$ cat config.mk
export PLATFORM = sky130hd
export DESIGN_NAME = cell_reference_parser
export DESIGN_NICKNAME = d
export VERILOG_FILES = /design/src/hdl/crp_pkg.sv /design/src/hdl/crp_cfg.sv /design/src/hdl/crp_step.sv /design/src/hdl/crp_result.sv /design/src/hdl/cell_reference_parser.sv
export VERILOG_INCLUDE_DIRS = /design/src /design/src/hdl
export SDC_FILE = /design/constraint.sdc
export NUM_CORES = 1
export LEC_CHECK = 0
export BUFFER_PORTS_ARGS = -buffer_cell sky130_fd_sc_hd__buf_4
export CAP_MARGIN = 20
export CORE_ASPECT_RATIO = 1.75
export CORE_MARGIN = 4
export CORE_UTILIZATION = 45
export DETAILED_ROUTE_END_ITERATION = 12
export SYNTH_ARGS = -nofsm -noshare
export SYNTH_HDL_FRONTEND = slang
export SYNTH_SLANG_ARGS = --single-unit
$ cat constraint.sdc
create_clock -name clk -period 10 [get_ports clk]
set_input_delay 3 -clock clk [delete_from_list [all_inputs] [get_ports clk]]
set_output_delay 3 -clock clk [all_outputs]
set_load 0.02 [all_outputs]
$ cat src/hdl/cell_reference_parser_assert.svh
// assertion macros shared by the cell reference parser modules
// no dependencies; included by the modules that check their own logic
`ifndef CELL_REFERENCE_PARSER_ASSERT_SVH
`define CELL_REFERENCE_PARSER_ASSERT_SVH

// same-cycle implication
`define CRP_ASSERT_SAME(label, clk, rst, ante, cons) \
  label: assert property (@(posedge clk) disable iff (rst) (ante) |-> (cons)) \
    else $error("cell reference parser check failed");

// next-cycle implication
`define CRP_ASSERT_NEXT(label, clk, rst, ante, cons) \
  label: assert property (@(posedge clk) disable iff (rst) (ante) |=> (cons)) \
    else $error("cell reference parser check failed");

`endif

$ cat src/hdl/crp_pkg.sv
// shared constants and types of the cell reference parser
// no dependencies
package crp_pkg;

  localparam int MAX_LETTERS = 2;
  localparam int MAX_DIGITS  = 5;

  localparam int LETTER_CNT_W = $clog2(MAX_LETTERS + 2);
  localparam int DIGIT_CNT_W  = $clog2(MAX_DIGITS + 2);

  localparam int CHAR_W      = 8;
  localparam int ROW_W       = 15;
  localparam int COL_W       = 10;
  localparam int COL_ACC_W   = 11;
  localparam int ROW_ACC_W   = 17;
  localparam int CFG_INDEX_W = 2;
  localparam int CFG_DATA_W  = 15;

  localparam logic [COL_ACC_W-1:0] COL_SAT = 11'd1024;
  localparam logic [ROW_ACC_W-1:0] ROW_SAT = 17'd131071;

  localparam int RADIX_COL = 26;
  localparam int RADIX_ROW = 10;

  localparam logic [CHAR_W-1:0] CHAR_DOLLAR = 8'h24;
  localparam logic [CHAR_W-1:0] CHAR_A      = 8'h41;
  localparam logic [CHAR_W-1:0] CHAR_Z      = 8'h5a;
  localparam logic [CHAR_W-1:0] CHAR_0      = 8'h30;
  localparam logic [CHAR_W-1:0] CHAR_9      = 8'h39;

  localparam logic [CFG_INDEX_W-1:0] REG_ROW_LIMIT    = 2'd0;
  localparam logic [CFG_INDEX_W-1:0] REG_COLUMN_LIMIT = 2'd1;

  localparam logic [ROW_W-1:0] ROW_LIMIT_RESET    = 15'd32767;
  localparam logic [COL_W-1:0] COLUMN_LIMIT_RESET = 10'd702;

  typedef struct packed {
    logic                    col_abs;
    logic                    row_abs;
    logic [LETTER_CNT_W-1:0] letter_count;
    logic [COL_ACC_W-1:0]    column_accum;
    logic [DIGIT_CNT_W-1:0]  digit_count;
    logic [ROW_ACC_W-1:0]    row_accum;
    logic                    row_bad;
  } parse_t;

endpackage

$ cat src/hdl/crp_cfg.sv
// limit registers of the cell reference parser
// depends on crp_pkg
module crp_cfg (
  input  logic                            clk,
  input  logic                            rst,
  input  logic                            cfg_valid,
  output logic                            cfg_ready,
  input  logic [crp_pkg::CFG_INDEX_W-1:0] cfg_index,
  input  logic [crp_pkg::CFG_DATA_W-1:0]  cfg_data,
  output logic [crp_pkg::ROW_W-1:0]       row_limit,
  output logic [crp_pkg::COL_W-1:0]       column_limit
);

  assign cfg_ready = 1'b1;

  always_ff @(posedge clk) begin
    if (rst) begin
      row_limit    <= crp_pkg::ROW_LIMIT_RESET;
      column_limit <= crp_pkg::COLUMN_LIMIT_RESET;
    end else if (cfg_valid) begin
      case (cfg_index)
        crp_pkg::REG_ROW_LIMIT: begin
          row_limit <= cfg_data[crp_pkg::ROW_W-1:0];
        end
        crp_pkg::REG_COLUMN_LIMIT: begin
          column_limit <= cfg_data[crp_pkg::COL_W-1:0];
        end
        default: begin
        end
      endcase
    end
  end

endmodule

$ cat src/hdl/crp_step.sv
// input register and per-character parse state of the cell reference parser
// depends on crp_pkg and cell_reference_parser_assert.svh
`include "cell_reference_parser_assert.svh"

module crp_step (
  input  logic                       clk,
  input  logic                       rst,
  input  logic                       in_valid,
  output logic                       in_ready,
  input  logic [crp_pkg::CHAR_W-1:0] char_code,
  input  logic                       is_last,
  input  logic                       out_free,
  output logic                       fin_valid,
  output crp_pkg::parse_t            fin
);

  typedef enum logic [1:0] {
    PHASE_START,
    PHASE_LETTERS,
    PHASE_ROW
  } phase_t;

  logic                       s0_valid;
  logic [crp_pkg::CHAR_W-1:0] s0_char;
  logic                       s0_last;
  logic                       s0_adv;

  phase_t          phase;
  phase_t          phase_next;
  crp_pkg::parse_t cur;
  crp_pkg::parse_t cur_next;

  logic                                 consumed;
  logic                                 take_row;
  logic                                 is_letter;
  logic                                 is_digit;
  logic [crp_pkg::CHAR_W-1:0]           letter_val;
  logic [crp_pkg::CHAR_W-1:0]           digit_val;
  logic [crp_pkg::COL_ACC_W+4:0]        col_sum;
  logic [crp_pkg::ROW_ACC_W+3:0]        row_sum;

  assign s0_adv    = s0_valid && (!s0_last || out_free);
  assign in_ready  = !s0_valid || s0_adv;
  assign fin_valid = s0_adv && s0_last;
  assign fin       = cur_next;

  assign is_letter  = (s0_char >= crp_pkg::CHAR_A) && (s0_char <= crp_pkg::CHAR_Z);
  assign is_digit   = (s0_char >= crp_pkg::CHAR_0) && (s0_char <= crp_pkg::CHAR_9);
  assign letter_val = s0_char - crp_pkg::CHAR_A + 8'd1;
  assign digit_val  = s0_char - crp_pkg::CHAR_0;
  assign col_sum    = {5'd0, cur.column_accum} * (crp_pkg::COL_ACC_W + 5)'(crp_pkg::RADIX_COL)
                    + (crp_pkg::COL_ACC_W + 5)'(letter_val);
  assign row_sum    = {4'd0, cur.row_accum} * (crp_pkg::ROW_ACC_W + 4)'(crp_pkg::RADIX_ROW)
                    + (crp_pkg::ROW_ACC_W + 4)'(digit_val);

  always_comb begin
    cur_next   = cur;
    phase_next = phase;
    consumed   = 1'b0;
    take_row   = 1'b0;
    if (phase == PHASE_START) begin
      phase_next = PHASE_LETTERS;
      if (s0_char == crp_pkg::CHAR_DOLLAR) begin
        cur_next.col_abs = 1'b1;
        consumed         = 1'b1;
      end
    end
    if (!consumed) begin
      if (phase_next == PHASE_LETTERS) begin
        if (is_letter) begin
          if (col_sum > (crp_pkg::COL_ACC_W + 5)'(crp_pkg::COL_SAT)) begin
            cur_next.column_accum = crp_pkg::COL_SAT;
          end else begin
            cur_next.column_accum = col_sum[crp_pkg::COL_ACC_W-1:0];
          end
          if (cur.letter_count <= crp_pkg::LETTER_CNT_W'(crp_pkg::MAX_LETTERS)) begin
            cur_next.letter_count = cur.letter_count + 1'b1;
          end
        end else if (s0_char == crp_pkg::CHAR_DOLLAR) begin
          cur_next.row_abs = 1'b1;
          phase_next       = PHASE_ROW;
        end else begin
          phase_next = PHASE_ROW;
          take_row   = 1'b1;
        end
      end else begin
        take_row = 1'b1;
      end
    end
    if (take_row) begin
      if (cur.digit_count <= crp_pkg::DIGIT_CNT_W'(crp_pkg::MAX_DIGITS)) begin
        cur_next.digit_count = cur.digit_count + 1'b1;
      end
      if (is_digit) begin
        if (row_sum > (crp_pkg::ROW_ACC_W + 4)'(crp_pkg::ROW_SAT)) begin
          cur_next.row_accum = crp_pkg::ROW_SAT;
        end else begin
          cur_next.row_accum = row_sum[crp_pkg::ROW_ACC_W-1:0];
        end
      end else begin
        cur_next.row_bad = 1'b1;
      end
    end
  end

  always_ff @(posedge clk) begin
    if (rst) begin
      s0_valid <= 1'b0;
    end else if (in_valid && in_ready) begin
      s0_valid <= 1'b1;
    end else if (s0_adv) begin
      s0_valid <= 1'b0;
    end
    if (in_valid && in_ready) begin
      s0_char <= char_code;
      s0_last <= is_last;
    end
  end

  always_ff @(posedge clk) begin
    if (rst) begin
      phase <= PHASE_START;
      cur   <= '0;
    end else if (s0_adv) begin
      if (s0_last) begin
        phase <= PHASE_START;
        cur   <= '0;
      end else begin
        phase <= phase_next;
        cur   <= cur_next;
      end
    end
  end

  `CRP_ASSERT_NEXT(a_clear_after_last, clk, rst, fin_valid,
                   phase == PHASE_START && cur == '0)
  `CRP_ASSERT_SAME(a_start_is_clean, clk, rst, phase == PHASE_START,
                   cur.letter_count == '0 && cur.digit_count == '0 && !cur.col_abs)
  `CRP_ASSERT_SAME(a_column_saturates, clk, rst, 1'b1, cur.column_accum <= crp_pkg::COL_SAT)
  `CRP_ASSERT_NEXT(a_held_char, clk, rst, s0_valid && !s0_adv,
                   s0_valid && $stable(s0_char) && $stable(s0_last))

endmodule

$ cat src/hdl/crp_result.sv
// range checks and result register of the cell reference parser
// depends on crp_pkg and cell_reference_parser_assert.svh
`include "cell_reference_parser_assert.svh"

module crp_result (
  input  logic                      clk,
  input  logic                      rst,
  input  logic                      fin_valid,
  input  crp_pkg::parse_t           fin,
  input  logic [crp_pkg::ROW_W-1:0] row_limit,
  input  logic [crp_pkg::COL_W-1:0] column_limit,
  output logic                      out_free,
  output logic                      out_valid,
  input  logic                      out_ready,
  output logic [crp_pkg::ROW_W-1:0] row_index,
  output logic [crp_pkg::COL_W-1:0] column_index,
  output logic                      row_absolute,
  output logic                      column_absolute,
  output logic                      ref_valid
);

  logic                            col_ok;
  logic                            row_ok;
  logic                            ok;
  logic [crp_pkg::ROW_ACC_W-1:0]   row_m1;
  logic [crp_pkg::COL_ACC_W-1:0]   col_m1;

  assign out_free = !out_valid || out_ready;

  assign col_ok = (fin.letter_count != '0)
               && (fin.letter_count <= crp_pkg::LETTER_CNT_W'(crp_pkg::MAX_LETTERS))
               && (fin.column_accum != '0)
               && (fin.column_accum <= {1'b0, column_limit});
  assign row_ok = (fin.digit_count != '0)
               && (fin.digit_count <= crp_pkg::DIGIT_CNT_W'(crp_pkg::MAX_DIGITS))
               && !fin.row_bad
               && (fin.row_accum != '0)
               && (fin.row_accum <= {2'b0, row_limit});
  assign ok     = col_ok && row_ok;
  assign row_m1 = fin.row_accum - crp_pkg::ROW_ACC_W'(1);
  assign col_m1 = fin.column_accum - crp_pkg::COL_ACC_W'(1);

  always_ff @(posedge clk) begin
    if (rst) begin
      out_valid <= 1'b0;
    end else if (fin_valid) begin
      out_valid <= 1'b1;
    end else if (out_ready) begin
      out_valid <= 1'b0;
    end
    if (fin_valid) begin
      row_index       <= ok ? row_m1[crp_pkg::ROW_W-1:0] : '0;
      column_index    <= ok ? col_m1[crp_pkg::COL_W-1:0] : '0;
      row_absolute    <= ok && fin.row_abs;
      column_absolute <= ok && fin.col_abs;
      ref_valid       <= ok;
    end
  end

  `CRP_ASSERT_NEXT(a_load_shows, clk, rst, fin_valid, out_valid)
  `CRP_ASSERT_SAME(a_invalid_zero, clk, rst, out_valid && !ref_valid,
                   row_index == '0 && column_index == '0 && !row_absolute && !column_absolute)
  `CRP_ASSERT_SAME(a_valid_in_range, clk, rst, out_valid && ref_valid,
                   row_index != '1 && column_index != '1)

endmodule

$ cat src/hdl/cell_reference_parser.sv
// top level of the cell reference parser: one character per cycle
// out_valid rises once the last character has passed the input register
// and the result register; throughput one character a cycle unless stalled
// a held result stalls input only when the next last character arrives
// reset clears the parse state and sets row_limit 32767, column_limit 702
module cell_reference_parser (
  input  logic                            clk,
  input  logic                            rst,
  input  logic                            in_valid,
  output logic                            in_ready,
  input  logic [crp_pkg::CHAR_W-1:0]      char_code,
  input  logic                            is_last,
  output logic                            out_valid,
  input  logic                            out_ready,
  output logic [crp_pkg::ROW_W-1:0]       row_index,
  output logic [crp_pkg::COL_W-1:0]       column_index,
  output logic                            row_absolute,
  output logic                            column_absolute,
  output logic                            ref_valid,
  input  logic                            cfg_valid,
  output logic                            cfg_ready,
  input  logic [crp_pkg::CFG_INDEX_W-1:0] cfg_index,
  input  logic [crp_pkg::CFG_DATA_W-1:0]  cfg_data
);

  logic [crp_pkg::ROW_W-1:0] row_limit;
  logic [crp_pkg::COL_W-1:0] column_limit;
  logic                      out_free;
  logic                      fin_valid;
  crp_pkg::parse_t           fin;

  crp_cfg u_cfg (
    .clk          (clk),
    .rst          (rst),
    .cfg_valid    (cfg_valid),
    .cfg_ready    (cfg_ready),
    .cfg_index    (cfg_index),
    .cfg_data     (cfg_data),
    .row_limit    (row_limit),
    .column_limit (column_limit)
  );

  crp_step u_step (
    .clk       (clk),
    .rst       (rst),
    .in_valid  (in_valid),
    .in_ready  (in_ready),
    .char_code (char_code),
    .is_last   (is_last),
    .out_free  (out_free),
    .fin_valid (fin_valid),
    .fin       (fin)
  );

  crp_result u_result (
    .clk             (clk),
    .rst             (rst),
    .fin_valid       (fin_valid),
    .fin             (fin),
    .row_limit       (row_limit),
    .column_limit    (column_limit),
    .out_free        (out_free),
    .out_valid       (out_valid),
    .out_ready       (out_ready),
    .row_index       (row_index),
    .column_index    (column_index),
    .row_absolute    (row_absolute),
    .column_absolute (column_absolute),
    .ref_valid       (ref_valid)
  );

endmodule
# Word level (Yosys, flattened, before mapping)
# Cells that the tools add are included.
# word_totals
register_bits,102
in_bits,31
word_cells,107
# classes
addsub,9
multipliers,2
n_lt_le_gt_ge,12
eq_ne,3
n_mux,30
n_reduce_logical,32
# ops
op,count
2-to-1 mux 36 bit,1
2-to-1 mux 17 bit,2
2-to-1 mux 14 bit,2
adder 21 x 8 -> 21 bit,1
> comparator 21 x 17 -> 1 bit (second input constant),1
2-to-1 mux 21 bit,1
multiplier 17 x 3 -> 20 bit (second input constant),1
less-or-equal comparator 17 x 15 -> 1 bit,1
nonzero test 17 bit,1
adder 16 x 8 -> 16 bit,1
> comparator 16 x 11 -> 1 bit (second input constant),1
logical AND 1 bit,15
multiplier 11 x 4 -> 15 bit (second input constant),1
2-to-1 mux 1 bit,15
subtractor 15 x 1 -> 15 bit (second input constant),1
2-to-1 mux 13 bit,1
2-to-1 mux 2 bit,6
less-or-equal comparator 11 x 10 -> 1 bit,1
2-to-1 mux 11 bit,1
nonzero test 11 bit,1
subtractor 10 x 1 -> 10 bit (second input constant),1
adder 8 x 1 -> 8 bit (second input constant),1
equality test 8 x 6 -> 1 bit (second input constant),1
greater-or-equal comparator 8 x 6 -> 1 bit (second input constant),1
other kinds (17),29

# Longest topological paths before layout
# Gate-level depths: netlist of the first run.
# depth
depth_word,14
ltp_mapped,32

# By module
# Synthesis of the first run repeated with hierarchy kept, for this count alone.
# hier_totals
hier_cells,971
hier_area_um2,8961.1
# by_module_without_submodules
mod,n_inst,cells_per_inst,area_each_um2
crp_step,1,645,5535.3
crp_result,1,219,2392.3
crp_cfg,1,107,1033.5

# Worst setup path after synthesis of the first run
# Ideal clock, no wire load.
# synth_timing
kind,register -> register
startpoint,register u_step.cur[22] (netlist name)
endpoint,register u_result.row_index[12] (netlist name) (data pin)
setup_time_ns,0.167
arrival_ns,7.211
slack_ns,2.622
path_stages_with_launch,28
n_path_buf,3
period_less_slack_ns,7.378
cell_sequence,dfxtp_1 ha_1 fa_1 inv_1 fa_1 inv_1 ha_1 or3_1 a21o_1 or3_1 or3b_2 a221oi_1 clkbuf_1 a22o_1 ha_1 nor2b_1 o21a_1 o21a_1 o21a_1 o21a_1 o21ai_0 a21oi_1 o21a_1 o32a_1 or4_1 clkbuf_1 clkbuf_1 a211oi_1
# synth_via
elab_chain_len,11
elab_cells_between_ends,12
cone_classes,add/sub: 1; mul: 1; order compare: 2; mux: 4; reduce/logical: 4
# synth_lines
item,line_no,text
"start, declared",crp_step.sv:30,crp_pkg::parse_t cur;
"start signal, assigned",crp_step.sv:130,cur <= cur_next;
multiplier 11 x 4 -> 15 bit,crp_step.sv:51,"assign col_sum = {5'd0, cur.column_accum} * (crp_pkg::COL_ACC_W + 5)'(crp_pkg::RADIX_COL)"
adder 16 x 8 -> 16 bit,crp_step.sv:52,+ (crp_pkg::COL_ACC_W + 5)'(letter_val);
> comparator 16 x 11 -> 1 bit,crp_step.sv:71,if (col_sum > (crp_pkg::COL_ACC_W + 5)'(crp_pkg::COL_SAT)) begin
2-to-1 mux 11 bit,crp_step.sv:71,
2-to-1 mux 13 bit,crp_step.sv:70,if (is_letter) begin
2-to-1 mux 14 bit,crp_step.sv:69,if (phase_next == PHASE_LETTERS) begin
2-to-1 mux 14 bit *,crp_step.sv:68,if (!consumed) begin
"parallel branches: the longest is 2 deep, another holds less-or-equal comparator 11 x 10 -> 1 bit",-,
logical AND 1 bit *,crp_result.sv:33,"&& (fin.column_accum <= {1'b0, column_limit});"
logical AND 1 bit *,crp_result.sv:39,assign ok = col_ok && row_ok;
"end signal, assigned",crp_result.sv:52,row_index <= ok ? row_m1[crp_pkg::ROW_W-1:0] : '0;
"end, declared",crp_result.sv:15,"output logic [crp_pkg::ROW_W-1:0] row_index,"
# Mark *: on every way between the ends.
# A chain may end at the register's enable or synchronous reset.

# Final worst setup path of the first run
# layout_timing
startpoint,register u_step.cur[22] (netlist name)
endpoint,register u_result.column_index[8] (netlist name) (data pin)
# layout_via
elab_chain_len,11
elab_cells_between_ends,13
cone_classes,add/sub: 2; mul: 1; order compare: 2; mux: 4; reduce/logical: 4
# layout_lines
item,line_no,text
multiplier 11 x 4 -> 15 bit,crp_step.sv:51,
adder 16 x 8 -> 16 bit,crp_step.sv:52,
> comparator 16 x 11 -> 1 bit,crp_step.sv:71,
2-to-1 mux 11 bit,crp_step.sv:71,
2-to-1 mux 13 bit,crp_step.sv:70,
2-to-1 mux 14 bit,crp_step.sv:69,
2-to-1 mux 14 bit *,crp_step.sv:68,
"parallel branches: the longest is 4 deep, another holds less-or-equal comparator 11 x 10 -> 1 bit",-,
"end signal, assigned",crp_result.sv:53,column_index <= ok ? col_m1[crp_pkg::COL_W-1:0] : '0;
"end, declared",crp_result.sv:16,"output logic [crp_pkg::COL_W-1:0] column_index,"
# Marks and branches as above.

==> impl_metrics.py, run 1 <==
metrics = {
    "detailed_routing": {
        "wl_per_cell_um": 19.5,
        "route.detailed.drc": 0,
        "first_iter_violations": 377,
        "dr.pass1.iters": 5,
        "vias_per_cell": 6.02,
        "wl_um": 24900,
        "ant_nets": 0,
        "vias": 7666,
    },
    "timing": {
        "period_needed_ps": 7820,
        "finalClockSkew_ps": 22.8,
        "rsz0062_at_grt": "no",
        "slew_headroom": 0.212,
        "setup_violations": 0,
        "hold_viol_final": 0,
        "tightest_slew_ps": 1150,
        "finalCritPeriodShare": 0.782,
        "report.final.slew_viol_count": 0,
        "layout_setup_ws_ps": 2180,
        "tns_ps": 0,
        "max_clock_freq_mhz": 128,
    },
    "setup_path": {
        "slowest_stage": "or4_1",
        "crit_type": "reg2reg",
        "crit_family": "compound AO/OA/AOI/OAI gates",
        "rrSetupSlack_ps": 2180,
        "critical-path-max-stage-delay_ps": 1010,
        "cp-end-kind": "flop",
        "path_buf_inv": 1,
        "cp_max_fo": 28,
        "critical_path_required_ps": 10170,
        "cp.arrival_ps": 8000,
        "rr_worst_depth": 27,
        "startpoint_type": "flop",
        "cp_common_cell": "o21a_1",
        "r2r_end": "u_result.column_index[8]",
        "r2r_start": "u_step.cur[22]",
    },
    "power": {
        "ir_drop_mv": 0.114,
        "p_leak_nw": 4.42,
        "powerDensity_mw_per_mm2": 98.0,
    },
    "logic_synthesis": {
        "synth_cells": 988,
        "ys_ff_latch": 102,
        "async_flop_share": 0,
        "ys_seq_area_frac": 0.282,
        "synthFlopType": "dfxtp_1",
        "synthesis.nets": 1135,
        "synth-edff-count": 37,
        "synth_cell_types": 83,
        "syn_area_per_cell_um2": 8.67,
        "synth_area_mm2": 0.00857,
        "yosys_warnings": 0,
    },
    "placed_design": {
        "gp_congestion": 0.897,
        "numPortBuffers": 60,
        "post-dp-hpwl_um": 19500,
        "dp_cells": 1258,
        "place_area_mm2": 0.00924,
        "post-place-ws_ps": 2200,
    },
    "floorplanning": {
        "rows": 66,
        "die_y_um": 191,
        "core_area_mm2": 0.0187,
        "die_area_mm2": 0.0214,
        "initial_core_util": 0.459,
        "io_pins": 62,
        "die_w_um": 112,
    },
    "grt": {
        "grt-ovfl-total": 0,
        "grt_usage": 0.230,
        "grt_pass1_vias": 7446,
        "grt_max_degree": 63,
        "grt_pass1_wl_um": 39200,
        "grt_antenna_before_repair": 0,
    },
    "hold_path": {
        "hold_path_end": "u_cfg.column_limit[8]",
        "worstHoldStart": "u_cfg.column_limit[8]",
        "hold_path_class": "reg2reg",
        "holdPathStages": 2,
    },
    "cells_and_area": {
        "area_growth_pct": 11.2,
        "final_area_mm2": 0.00953,
        "num-fill-cells": 1893,
        "antenna_cells": 0,
        "fin_nets": 1178,
        "drive_gt1_frac": 0.102,
        "finalNonFillerCells": 1274,
    },
    "clock_network": {
        "cts_tree": "done",
        "numCtsBuffers": 9,
        "insertion_delay_ps": 360,
        "cts_buffer_depth": 2,
        "clk_pin_slew_ps": 80,
        "cts_root_buffer": "clkbuf_16",
        "cts_resized": 0,
        "post_cts_buffers": 0,
        "cts.sinks": 102,
        "cts_hold_buf": 0,
        "h-tree-depth": 3,
    },
    "job": {
        "maxCapViolations": 0,
    },
    "run_status": {
        "outcome": "completed",
    },
}
-- logic make-up after synthesis --
| group | count (synthesis) | synth area share |
|---|---|---|
| flip-flops | 102 | 0.282 |
| other | 1 | 0.000438 |
| AO/OA/AOI/OAI | 300 | 0.248 |
| AND/OR/NAND/NOR | 297 | 0.183 |
| multiplexers | 4 | 0.00599 |
| XOR/XNOR | 43 | 0.0456 |
| adder cells (fa/ha/maj) | 116 | 0.179 |
| buffers and inverters | 125 | 0.0567 |
-- Yosys cell counts, types with 4 or more instances --
| cell | n | area (µm²) |
|---|---|---|
| xor2_1 | 12 | 105 |
| nor2b_1 | 12 | 75.1 |
| a2111oi_0 | 5 | 43.8 |
| a22oi_1 | 28 | 210 |
| edfxtp_1 | 37 | 1110 |
| fa_1 | 11 | 220 |
| o21bai_1 | 7 | 52.6 |
| a22o_1 | 11 | 96.3 |
| a31oi_1 | 8 | 50.1 |
| nand3_1 | 13 | 65.1 |
| nor2_1 | 108 | 405 |
| or4_1 | 5 | 37.5 |
| a21oi_1 | 52 | 260 |
| nand3b_1 | 6 | 45.0 |
| o21a_1 | 17 | 128 |
| a21o_1 | 17 | 128 |
| a211oi_1 | 15 | 113 |
| nand4_1 | 8 | 50.1 |
| o21ai_0 | 47 | 235 |
| nor3b_1 | 5 | 37.5 |
| nand4b_1 | 5 | 43.8 |
| buf_2 | 4 | 20.0 |
| inv_1 | 88 | 330 |
| nor4_1 | 11 | 68.8 |
| dfxtp_1 | 65 | 1300 |
| o22a_1 | 12 | 105 |
| o22ai_1 | 5 | 31.3 |
| nor4b_1 | 4 | 35.0 |
| nor3_1 | 33 | 165 |
| and4_1 | 4 | 35.0 |
| nand2b_1 | 13 | 81.3 |
| or3_1 | 17 | 106 |
| xnor2_1 | 30 | 263 |
| nand2_1 | 30 | 113 |
| clkbuf_1 | 31 | 116 |
| a211o_1 | 24 | 210 |
| a221oi_1 | 5 | 43.8 |
| and3_1 | 6 | 37.5 |
| o31ai_1 | 12 | 90.1 |
| ha_1 | 105 | 1310 |
-- layout by cell type (no fill, tap or decap), types with 7 or more instances in the layout --
| cell type | Yosys | final |
|---|---|---|
| nor2_1 | 108 | 107 |
| ha_1 | 105 | 105 |
| inv_1 | 88 | 88 |
| buf_4 | 1 | 69 |
| dfxtp_1 | 65 | 65 |
| a21oi_1 | 52 | 52 |
| o21ai_0 | 47 | 47 |
| edfxtp_1 | 37 | 37 |
| nor3_1 | 33 | 33 |
| nand2_1 | 30 | 30 |
| xnor2_1 | 30 | 30 |
| a22oi_1 | 28 | 28 |
| a211o_1 | 24 | 24 |
| o21a_1 | 17 | 17 |
| a21o_1 | 17 | 17 |
| or3_1 | 17 | 17 |
| a211oi_1 | 15 | 15 |
| nand3_1 | 13 | 13 |
| nand2b_1 | 13 | 13 |
| nor2b_1 | 12 | 12 |
| o31ai_1 | 12 | 12 |
| xor2_1 | 12 | 12 |
| o22a_1 | 12 | 12 |
| nor4_1 | 11 | 11 |
| a22o_1 | 11 | 11 |
| fa_1 | 11 | 11 |
| clkbuf_16 | 0 | 9 |
| a31oi_1 | 8 | 8 |
| nand4_1 | 8 | 8 |
| o21bai_1 | 7 | 7 |
-- sequential cells by signal, indices dropped and copies added, names as in the netlist --
signal and cells:
u_step.cur 36, u_cfg.row_limit 15, u_result.row_index 15, u_cfg.column_limit 10
u_result.column_index 10, u_step.s0_char 8, u_step.phase 2, u_result.column_absolute 1
u_result.out_valid 1, u_result.ref_valid 1, u_result.row_absolute 1, u_step.s0_last 1
u_step.s0_valid 1
-- where the power goes --
part / total, W / internal, W / switching (W)
Clock: 0.000358 / 0.000175 / 0.000183
Sequential: 0.000447 / 0.000438 / 0.00000901
Combinational: 0.000129 / 0.0000499 / 0.0000788
-- worst max-delay path by stage --
stage | startpoint | to | slack, ps | depth (start not counted)
floorplan | u_step.cur[22] | u_result.row_index[12] | 2620 | 27
global placement | u_step.cur[22] | u_result.column_index[5] | 2340 | 28
finish | u_step.cur[22] | u_result.column_index[8] | 2180 | 27
CTS | u_step.cur[22] | u_result.column_index[8] | 2160 | 28
detailed placement | u_step.cur[22] | u_result.column_index[8] | 2200 | 28
global route | u_step.cur[22] | u_result.column_index[8] | 1560 | 27
-- per-layer routing --
metal | part of all wire | vias up | track usage | routed length, µm
li1 | - | 3755 | - | -
met1 | 0.36 | 3727 | 0.231 | 8910
met2 | 0.58 | 137 | 0.469 | 14500
met3 | 0.018 | 47 | 0.0162 | 445
met4 | 0.042 | 0 | 0.102 | 1040
met5 | 0 | - | 0 | 0
-- tightest hold or removal path, stage by stage, from the launching register on --
cell and delay, ps:
dfxtp_1 320, nand2_1 50, a21oi_1 50
-- stage by stage --
| stage | total power, W | util | hold WS [ps] |
|---|---|---|---|
| after floorplan | 0.000542 | - | 432 |
| after global placement | 0.000584 | 0.495 | 446 |
| after detailed placement | 0.000585 | 0.495 | 456 |
| after CTS | 0.000939 | 0.510 | 467 |
| after global routing | 0.000969 | 0.510 | 500 |
| final | 0.000934 | 0.510 | 464 |
-- area by class of cell --
class | instances | area (µm²) | share of cell area
Multi-Input combinational cell | 761 | 5680 | 0.596
Sequential cell | 102 | 2410 | 0.253
Timing Repair Buffer | 69 | 518 | 0.0544
Inverter | 88 | 330 | 0.0347
Tap cell | 238 | 298 | 0.0313
Clock buffer | 9 | 225 | 0.0236
Clock inverter | 7 | 65.1 | 0.00683
Power figures use the tool's default switching activity.
==> run 2: changes to the inputs <==
Clock period 10 ns to 7.5 ns, I/O delays scaled along.
==> run 2 against run 1 <==
Net effect:
- via count rose by 0.68%
- clock skew down 3.9 ps
- hold slack worse by 3.5 ps
- sequential power is 33% higher
- first-iteration DRC count increased by 5.3%
- sequential cell count unchanged
- largest power group unchanged
- cell count grew 1.3%
- register-to-register slack worse by 1800 ps
- routed wire length up 0.39%
- global-route usage is 0.37 points higher
- combinational power is 36% higher
- setup slack got worse by 1800 ps
==> impl_metrics.py, run 2 (same netlist as run 1, synthesis figures left out) <==
metrics = {
    "setup_path": {
        "cp.arrival_ps": 7310,
        "cp-end-kind": "flop",
        "critical_path_required_ps": 7650,
        "rr_worst_depth": 27,
        "cp_max_fo": 17,
        "crit_type": "reg2reg",
        "startpoint_type": "flop",
    },
    "clock_network": {
        "cts_hold_buf": 0,
        "cts_buffer_depth": 2,
        "cts.sinks": 102,
        "numCtsBuffers": 9,
        "clk_pin_slew_ps": 70,
        "h-tree-depth": 3,
        "cts_root_buffer": "clkbuf_16",
        "cts_tree": "done",
        "insertion_delay_ps": 360,
    },
    "grt": {
        "grt-ovfl-total": 0,
        "grt_pass1_vias": 7770,
        "grt_antenna_before_repair": 0,
        "grt_pass1_wl_um": 39600,
        "grt_usage": 0.234,
        "grt_max_degree": 63,
    },
    "timing": {
        "finalCritPeriodShare": 0.954,
        "finalClockSkew_ps": 18.9,
        "layout_setup_ws_ps": 348,
        "period_needed_ps": 7150,
        "report.final.slew_viol_count": 0,
        "slew_headroom": 0.388,
        "setup_violations": 0,
        "max_clock_freq_mhz": 140,
        "hold_viol_final": 0,
        "tightest_slew_ps": 913,
    },
    "detailed_routing": {
        "dr.pass1.iters": 5,
        "first_iter_violations": 397,
        "vias_per_cell": 5.98,
        "wl_per_cell_um": 19.3,
        "wl_um": 25000,
        "vias": 7718,
        "route.detailed.drc": 0,
        "ant_nets": 0,
    },
    "cells_and_area": {
        "fin_nets": 1195,
        "largest_reg_flops": 36,
        "area_growth_pct": 13.5,
        "top_register": "u_step.cur",
        "antenna_cells": 0,
        "drive_gt1_frac": 0.122,
        "largestRegisters": "u_step.cur (36), u_cfg.row_limit (15), u_result.row_index (15)",
        "layout_commonest_cell": "nor2_1",
        "most-common-layout-cells": "nor2_1 (107), ha_1 (105), inv_1 (88)",
    },
    "floorplanning": {
        "io_pins": 62,
        "initial_core_util": 0.459,
        "die_area_mm2": 0.0214,
        "rows": 66,
        "die_y_um": 191,
        "die_w_um": 112,
        "core_area_mm2": 0.0187,
    },
    "hold_path": {
        "hold_path_class": "reg2reg",
        "holdPathStages": 2,
    },
    "power": {
        "totalPowerFinal_w": 0.00129,
        "powerDensity_mw_per_mm2": 132,
        "ir_drop_mv": 0.125,
        "power.share.clock": 0.402,
        "seqPwrFrac": 0.462,
        "p_int_w": 0.000948,
        "swShare": 0.264,
        "power_frac_comb": 0.136,
        "p_leak_nw": 4.55,
        "switching_power_w": 0.000340,
    },
    "placed_design": {
        "gp_congestion": 0.974,
        "post-dp-hpwl_um": 19800,
        "post-place-ws_ps": 276,
        "numPortBuffers": 60,
    },
    "run_status": {
        "outcome": "completed",
    },
    "job": {
        "maxCapViolations": 0,
    },
}
==> run 2: cell count changes in the layout (fill, tap and decap cells not counted), sizes merged <==
cell	previous run	this run
clkbuf	9	10
bufinv	0	2
buf	69	86
clkinvlp	2	0
clkinv	2	1
==> run 2: worst paths after layout <==
path | start | endpoint | slack (ps)
worst max-delay path | u_step.cur[3] | u_result.column_index[5] | 350
worst min-delay path | u_cfg.column_limit[8] | u_cfg.column_limit[8] | 460
worst max register to register | u_step.cur[3] | u_result.column_index[5] | 350
worst min register to register | u_cfg.column_limit[8] | u_cfg.column_limit[8] | 460
==> run 2: critical path: stages, from the launching register on <==
cell	delay, ps
dfxtp_1	490
ha_1	210
ha_1	170
inv_1	60
fa_1	470
inv_1	40
ha_1	330
and3_1	220
a22o_1	240
o31ai_1	290
a211oi_1	190
and4b_1	310
or4b_4	500
mux2_4	370
o22a_1	250
ha_1	310
nor2b_1	140
o21a_1	160
o21a_1	160
o21a_1	150
o21ai_0	150
nand2b_1	70
a21oi_1	150
o311a_1	170
o221ai_1	190
or4_1	630
buf_4	210
nor4_1	320
==> run 2: final cells by class <==
class | count | area [µm²]
clock buffers | 10 | 229
clock inverters | 6 | 90.1
fillers | 1860 | 8940
inverters | 88 | 330
multi-input cells | 761 | 5720
flip-flops and latches | 102 | 2410
well taps | 238 | 298
repair buffers | 86 | 646
==> run 2: repair_timing <==
item,CTS,global route
buffers inserted,0,5
resized for setup,0,9
endpoints found under the hold margin,0,0
endpoints found under the setup margin,0,28
==> run 2: power by group through the flow <==
stage / sequential (W) / clock (W) / combinational [W]
finish: 0.000596 / 0.000518 / 0.000175
global route: 0.000597 / 0.000543 / 0.000194
CTS: 0.000596 / 0.000525 / 0.000173
detailed placement: 0.000608 / 0 / 0.000172
global placement: 0.000608 / 0 / 0.000172
floorplan: 0.000605 / 0 / 0.000117
==> run 2: metrics by stage <==
| stage | util | instances | hold slack [ps] | TNS, ps | instance area (µm²) |
|---|---|---|---|---|---|
| finish | 0.521 | 1291 | 460 | 0 | 9730 |
| global route | 0.521 | 1291 | 481 | -21.5 | 9730 |
| CTS | 0.517 | 1286 | 466 | 0 | 9640 |
| detailed placement | 0.500 | 1270 | 456 | 0 | 9330 |
| global placement | 0.500 | 1270 | 447 | 0 | 9330 |
| floorplan | - | 988 | 432 | 0 | 8570 |
==> run 2: layer usage <==
layer | vias to the layer above | wire length (µm) | global-route usage
li1 | 3798 | - | -
met4 | 0 | 1350 | 0.131
met5 | - | 0 | 0
met3 | 72 | 592 | 0.0203
met1 | 3689 | 8730 | 0.224
met2 | 159 | 14300 | 0.472
